## src/rtl/deq_pkg.sv

```systemverilog
`timescale 1ns / 1ps
// Package of the double-ended queue unit: request and response types,
// operation and status codes, and the controller command struct. No dependencies.
package deq_pkg;

    localparam int unsigned VALUE_W = 32;
    localparam int unsigned OPCODE_W = 2;
    localparam int unsigned STATUS_W = 2;
    localparam int unsigned ENTRY_COUNT_W = 5;

    // Operation codes carried by a request.
    localparam logic [OPCODE_W-1:0] OP_PUSH_FRONT = 2'd0;
    localparam logic [OPCODE_W-1:0] OP_PUSH_BACK  = 2'd1;
    localparam logic [OPCODE_W-1:0] OP_POP_FRONT  = 2'd2;
    localparam logic [OPCODE_W-1:0] OP_POP_BACK   = 2'd3;

    // Status codes carried by a response.
    localparam logic [STATUS_W-1:0] ST_DONE       = 2'd0;
    localparam logic [STATUS_W-1:0] ST_POP_EMPTY  = 2'd1;
    localparam logic [STATUS_W-1:0] ST_PUSH_FULL  = 2'd2;

    typedef struct packed {
        logic [OPCODE_W-1:0]       opcode;
        logic signed [VALUE_W-1:0] push_value;
    } t_deq_req;

    typedef struct packed {
        logic signed [VALUE_W-1:0]  pop_value;
        logic [STATUS_W-1:0]        status;
        logic [ENTRY_COUNT_W-1:0]   entry_count;
    } t_deq_rsp;

    // Commands from the controller to the datapath.
    typedef struct packed {
        logic capture;
        logic execute;
    } t_deq_cmd;

endpackage

```

## src/rtl/deq_ctrl.sv

```systemverilog
`timescale 1ns / 1ps
// Controller of the double-ended queue unit: a three-state sequencer for the
// handshakes and the datapath commands. Depends on deq_pkg.
module deq_ctrl
    import deq_pkg::*;
(
    input  logic     i_clk,
    input  logic     i_rst_n,
    input  logic     i_in_valid,
    output logic     o_in_ready,
    output logic     o_out_valid,
    input  logic     i_out_ready,
    output t_deq_cmd o_cmd
);

    localparam logic [1:0] S_IDLE = 2'd0;
    localparam logic [1:0] S_EXEC = 2'd1;
    localparam logic [1:0] S_RESP = 2'd2;

    logic [1:0] r_state;
    logic [1:0] n_state;

    always_comb begin
        n_state       = r_state;
        o_in_ready    = 1'b0;
        o_out_valid   = 1'b0;
        o_cmd.capture = 1'b0;
        o_cmd.execute = 1'b0;
        case (r_state)
            S_IDLE: begin
                o_in_ready    = 1'b1;
                o_cmd.capture = i_in_valid;
                if (i_in_valid) begin
                    n_state = S_EXEC;
                end
            end
            S_EXEC: begin
                o_cmd.execute = 1'b1;
                n_state       = S_RESP;
            end
            S_RESP: begin
                o_out_valid = 1'b1;
                if (i_out_ready) begin
                    n_state = S_IDLE;
                end
            end
            default: begin
                n_state = S_IDLE;
            end
        endcase
    end

    always_ff @(posedge i_clk) begin
        if (!i_rst_n) begin
            r_state <= S_IDLE;
        end else begin
            r_state <= n_state;
        end
    end

endmodule

```

## src/rtl/deq_datapath.sv

```systemverilog
`timescale 1ns / 1ps
// Datapath of the double-ended queue unit: slot memory, front index, entry
// count, index arithmetic and the response registers. Depends on deq_pkg.
module deq_datapath
    import deq_pkg::*;
#(
    parameter int unsigned DEPTH = 16
) (
    input  logic     i_clk,
    input  logic     i_rst_n,
    input  t_deq_cmd i_cmd,
    input  t_deq_req i_req,
    output t_deq_rsp o_rsp
);

    localparam int unsigned IDX_W = (DEPTH > 1) ? $clog2(DEPTH) : 1;
    localparam int unsigned CNT_W = $clog2(DEPTH + 1);
    localparam int unsigned SUM_W = CNT_W + 1;

    logic [VALUE_W-1:0] r_slot [DEPTH];

    logic [OPCODE_W-1:0] r_opcode;
    logic [VALUE_W-1:0]  r_push_value;
    logic [VALUE_W-1:0]  r_rd_data;
    logic [IDX_W-1:0]    r_front;
    logic [CNT_W-1:0]    r_count;
    logic [STATUS_W-1:0] r_status;
    logic                r_pop_ok;

    logic               is_full;
    logic               is_empty;
    logic               is_push;
    logic [IDX_W-1:0]   front_dec;
    logic [IDX_W-1:0]   front_inc;
    logic [CNT_W-1:0]   offset;
    logic [SUM_W-1:0]   pos_raw;
    logic [SUM_W-1:0]   pos_wrap;
    logic [IDX_W-1:0]   back_pos;
    logic [IDX_W-1:0]   addr;
    logic               do_write;
    logic               do_read;
    logic [CNT_W+ENTRY_COUNT_W-1:0] count_ext;

    assign is_full  = (r_count == CNT_W'(DEPTH));
    assign is_empty = (r_count == '0);
    assign is_push  = (r_opcode == OP_PUSH_FRONT) || (r_opcode == OP_PUSH_BACK);

    assign front_dec = (r_front == '0) ? IDX_W'(DEPTH - 1) : r_front - IDX_W'(1);
    assign front_inc = (r_front == IDX_W'(DEPTH - 1)) ? '0 : r_front + IDX_W'(1);

    // Push back writes one past the last entry; pop back reads the last entry.
    assign offset   = (r_opcode == OP_PUSH_BACK) ? r_count : r_count - CNT_W'(1);
    assign pos_raw  = SUM_W'(r_front) + SUM_W'(offset);
    assign pos_wrap = (pos_raw >= SUM_W'(DEPTH)) ? pos_raw - SUM_W'(DEPTH) : pos_raw;
    assign back_pos = pos_wrap[IDX_W-1:0];

    always_comb begin
        case (r_opcode)
            OP_PUSH_FRONT: addr = front_dec;
            OP_POP_FRONT:  addr = r_front;
            default:       addr = back_pos;
        endcase
    end

    assign do_write = i_cmd.execute && is_push && !is_full;
    assign do_read  = i_cmd.execute && !is_push && !is_empty;

    always_ff @(posedge i_clk) begin
        if (do_write) begin
            r_slot[addr] <= r_push_value;
        end
        if (do_read) begin
            r_rd_data <= r_slot[addr];
        end
    end

    always_ff @(posedge i_clk) begin
        if (i_cmd.capture) begin
            r_opcode     <= i_req.opcode;
            r_push_value <= i_req.push_value;
        end
    end

    always_ff @(posedge i_clk) begin
        if (!i_rst_n) begin
            r_front  <= '0;
            r_count  <= '0;
            r_status <= ST_DONE;
            r_pop_ok <= 1'b0;
        end else if (i_cmd.execute) begin
            r_pop_ok <= do_read;
            if (is_push) begin
                if (is_full) begin
                    r_status <= ST_PUSH_FULL;
                end else begin
                    r_status <= ST_DONE;
                    r_count  <= r_count + CNT_W'(1);
                    if (r_opcode == OP_PUSH_FRONT) begin
                        r_front <= front_dec;
                    end
                end
            end else begin
                if (is_empty) begin
                    r_status <= ST_POP_EMPTY;
                end else begin
                    r_status <= ST_DONE;
                    r_count  <= r_count - CNT_W'(1);
                    if (r_opcode == OP_POP_FRONT) begin
                        r_front <= front_inc;
                    end
                end
            end
        end
    end

    assign count_ext = {{ENTRY_COUNT_W{1'b0}}, r_count};

    assign o_rsp.pop_value   = r_pop_ok ? r_rd_data : '0;
    assign o_rsp.status      = r_status;
    assign o_rsp.entry_count = count_ext[ENTRY_COUNT_W-1:0];

endmodule

```

## src/rtl/double_ended_queue_unit.sv

```systemverilog
`timescale 1ns / 1ps
// Top level of the double-ended queue unit: joins the controller and the
// datapath. Depends on deq_pkg, deq_ctrl and deq_datapath.
//
// Usage. A request enters on the input channel (i_in_valid, o_in_ready,
// i_in_req) and names one of four operations: push at the front, push at the
// back, pop from the front or pop from the back. Every request produces
// exactly one response on the output channel (o_out_valid, i_out_ready,
// o_out_rsp), carrying the popped word, a status code and the number of
// entries held after the request. A push to a full queue is dropped and
// reported as such; a pop from an empty queue returns zero and reports it.
// The words are kept in a ring buffer of DEPTH entries in a single-port
// memory, addressed by a front index and an entry count.
// Sequence: one request is handled at a time. It is taken in the idle state,
// executes against the memory in the execute state (one write or one
// registered read), and its response is offered in the response state until
// the receiver takes it. The memory access and the sequencer in deq_ctrl set
// this order.
// Stalls: while the receiver holds i_out_ready low the response stays on the
// port unchanged and o_in_ready stays low.
// Reset: i_rst_n is synchronous and active low; it empties the queue and
// returns the controller to waiting for a request. The memory is not cleared,
// as an entry is only ever read after it has been written.
module double_ended_queue_unit
    import deq_pkg::*;
#(
    parameter int unsigned DEPTH = 16
) (
    input  logic     i_clk,
    input  logic     i_rst_n,
    input  logic     i_in_valid,
    output logic     o_in_ready,
    input  t_deq_req i_in_req,
    output logic     o_out_valid,
    input  logic     i_out_ready,
    output t_deq_rsp o_out_rsp
);

    // Command from the sequencer to the datapath: capture a request, then
    // execute it against the ring buffer.
    t_deq_cmd cmd;

    deq_ctrl u_ctrl (
        .i_clk       (i_clk),
        .i_rst_n     (i_rst_n),
        .i_in_valid  (i_in_valid),
        .o_in_ready  (o_in_ready),
        .o_out_valid (o_out_valid),
        .i_out_ready (i_out_ready),
        .o_cmd       (cmd)
    );

    // The datapath holds the response registers stable until the sequencer
    // sees the response taken.
    deq_datapath #(
        .DEPTH (DEPTH)
    ) u_datapath (
        .i_clk   (i_clk),
        .i_rst_n (i_rst_n),
        .i_cmd   (cmd),
        .i_req   (i_in_req),
        .o_rsp   (o_out_rsp)
    );

endmodule
```

## config.mk

```make
export PLATFORM = sky130hd
export DESIGN_NAME = double_ended_queue_unit
export DESIGN_NICKNAME = d
export VERILOG_FILES = /design/src/rtl/deq_pkg.sv /design/src/rtl/deq_ctrl.sv /design/src/rtl/deq_datapath.sv /design/src/rtl/double_ended_queue_unit.sv
export SDC_FILE = /design/constraint.sdc
export NUM_CORES = 1
export LEC_CHECK = 0
export ABC_AREA = 1
export BUFFER_PORTS_ARGS = -buffer_cell sky130_fd_sc_hd__buf_2
export CORE_UTILIZATION = 44
export CTS_CLUSTER_SIZE = 12
export DETAILED_ROUTE_END_ITERATION = 6
export SYNTH_ARGS = -nofsm -noshare
export SYNTH_HDL_FRONTEND = slang
export SYNTH_HIERARCHICAL = 1
export SYNTH_SLANG_ARGS = --single-unit
```

## constraint.sdc

```tcl
create_clock -name i_clk -period 12.2 [get_ports i_clk]
set_clock_uncertainty 0.15 [all_clocks]
set_input_delay 1.22 -clock i_clk [delete_from_list [all_inputs] [get_ports i_clk]]
set_output_delay 1.22 -clock i_clk [all_outputs]
set_load 0.05 [all_outputs]
```

==> flow_summary.json <==
{
  "firstDrtPassIters": 6,
  "power_density_nw_per_um2": 168,
  "period_share_pct": 44.1,
  "post_cts_buffers": 0,
  "cts_sinks": 592,
  "synth_cell_types": 30,
  "hold_class": "flip-flop to flip-flop",
  "core_um2": 55500,
  "rsz0062_at_grt": "false",
  "cts_resized": 0,
  "via_per_inst": 5.45,
  "area_delta_synth_final_pct": 11.2,
  "seq_area_frac_synth_pct": 70.7,
  "fill_cells": 4951,
  "critical_path_class": "flip-flop to flip-flop",
  "slew_headroom_pct": 12.6,
  "p_leak_uw": 0.0110,
  "die_area_um2": 57700,
  "diodes": 0,
  "fin_tns_setup_ns": 0,
  "cts.clk_slew.worst_paths_ns": 0.06,
  "die_y_um": 240,
  "holdWs_ns": 0.316,
  "finalHoldViolations": 0,
  "synth_area_per_cell_um2": 11.0,
  "ys_ff_latch": 592,
  "drv_cap": 0,
  "fin_ws_ns": 6.82,
  "synth_flop_cell": "edfxtp_1",
  "final_cell_mix": "nand2_1, edfxtp_1, nand3_1",
  "initial_utilization_pct": 45.0,
  "ys_warn_count": 6,
  "setup_viol": 0,
  "synth-async-reset-ratio_pct": 0,
  "final_nets": 2331,
  "portBuffers": 78,
  "cts_tree": "built",
  "hpwl_mm": 32.3,
  "num_vias": 16800,
  "drc": 0,
  "drtAntennaViolNets": 0,
  "rows": 86,
  "cts_buffer_depth": 3,
  "crit_path_start_kind": "flip-flop",
  "grt_usage_pct": 22.4,
  "netlist_area_um2": 25000,
  "worst_ep_arrival_time_ns": 5.72,
  "wirelength_mm": 63.4,
  "grt_antenna_before_repair": 0,
  "drive_gt1_share_pct": 8.94,
  "cts_hold_buffers": 0,
  "maxSlewViolCount": 0,
  "final_common_cell": "nand2_1",
  "place_ws_ns": 6.86,
  "cts_made_buffers": 60,
  "synthCells": 2266,
  "outcome": "completed",
  "finalWeightedCongestion": 0.796,
  "wire_per_inst_um": 20.6,
  "fmax_mhz": 186,
  "clk_latency_ns": 0.62,
  "grt_pass1_wl_mm": 97.3,
  "die_w_um": 240,
  "root_buffer": "clkbuf_16",
  "syn-num-nets": 2313,
  "fin_crit_ns": 5.38,
  "path_max_fanout": 87,
  "synth-edff-count": 578,
  "overflow": 0,
  "max-vdd-ir-drop_uv": 96.8,
  "tightest_slew_ns": 1.31,
  "crit_required_ns": 12.55,
  "io_pins": 79,
  "first_iter_violations": 1706,
  "end_kind": "flip-flop",
  "grt_pass1_vias": 16200,
  "grt_max_degree": 192,
  "htree_levels": 2
}
-- final timing paths --
check,start,end,slack [ns],cells after the start
max reg2reg,u_datapath/r_opcode[1]$_DFFE_PP_,u_datapath/r_rd_data[17]$_DFFE_PP_,6.82,15
min reg2reg,u_datapath/r_pop_ok$_SDFFE_PN0P_,u_datapath/r_pop_ok$_SDFFE_PN0P_,0.32,2
max,u_datapath/r_opcode[1]$_DFFE_PP_,u_datapath/r_rd_data[17]$_DFFE_PP_,6.82,15
min,u_datapath/r_pop_ok$_SDFFE_PN0P_,u_datapath/r_pop_ok$_SDFFE_PN0P_,0.32,2
-- where the power goes --
group          total, uW  leakage, uW  internal [uW]  switching, uW
combinational        642      0.00476            170            472
clock               1710     0.000870            963            743
sequential          2320      0.00533           2280           43.6
-- stage by stage --
stage          instance area, um^2  instances  utilization (%)  power, uW
5_1_grt                      27800       3074             50.0       4860
3_5_place_dp                 26000       2970             46.8       3010
3_3_place_gp                 26000       2970             46.8       3000
2_1_floorplan                25000       2266                -       2810
4_1_cts                      27800       3074             50.0       4710
6_report                     27800       3074             50.0       4670
-- state kept, by name (all words and copies together) (netlist names) --
register / cells
u_datapath/r_front: 4
u_datapath/r_slot: 512
u_datapath/r_status: 2
u_ctrl/r_state: 2
u_datapath/r_rd_data: 32
u_datapath/r_opcode: 2
u_datapath/r_push_value: 32
u_datapath/r_count: 5
u_datapath/r_pop_ok: 1
-- logic make-up (layout without fill, tap and decap cells) --
family / after synthesis / after routing / share of synthesized area, %
xor gates and xnor gates: 6 / 6 / 0.211
adders and majority gates: 9 / 9 / 0.481
DFF: 592 / 592 / 70.7
buffers and inverters: 212 / 272 / 3.77
AOI/OAI and AO/OA: 32 / 32 / 0.687
and+or+nand+nor: 1415 / 1415 / 24.2
-- per-layer routing --
layer / routed length [um] / GRT usage (%) / vias up
li1: - / - / 7873
met1: 27900 / 31.5 / 8216
met2: 30200 / 36.6 / 565
met3: 3900 / 2.48 / 99
met4: 1410 / 6.66 / 0
met5: 0 / 0 / -
-- synthesized netlist by cell type (2+ instances only) --
library cell  number  area (um^2)
inv_2              2         7.51
clkbuf_1          30          113
buf_4             11         82.6
nand2_1          802         3010
xor2_1             4         35.0
edfxtp_1         578        17400
nand3_1          281         1410
buf_1             25         93.8
nand4_1          129          807
a21oi_1           12         60.1
buf_2             83          415
nor2_1           190          713
o211ai_1           2         15.0
o21ai_0           15         75.1
nand3_2            3         30.0
nand2_2            2         12.5
inv_1             60          225
dfxtp_1           14          280
ha_1               8          100
xnor2_1            2         17.5
nand3b_1           2         15.0
nor2_2             2         12.5
a31oi_1            2         12.5
-- cell type report --
cell class | count | area [um^2] | share of cell area, %
Clock buffer | 87 | 1680 | 6.04
Clock inverter | 17 | 110 | 0.397
Inverter | 63 | 236 | 0.852
Multi-Input combinational cell | 1462 | 6540 | 23.6
Sequential cell | 592 | 17600 | 63.5
Tap cell | 748 | 936 | 3.37
Timing Repair Buffer | 105 | 618 | 2.23
-- critical path, cell delays in order (launching register included) --
cell and delay, ns:
edfxtp_1 0.65, nor2_2 0.31, xor2_1 0.21, ha_1 0.20
inv_1 0.06, fa_1 0.50, nor2_1 0.07, nor2_4 0.70
buf_4 0.84, buf_4 0.86, nand4_1 0.17, nand2_1 0.11
nor2_1 0.05, nor2_1 0.13, nor2_1 0.06, nand2_1 0.06
Power figures use the tool's default switching activity.
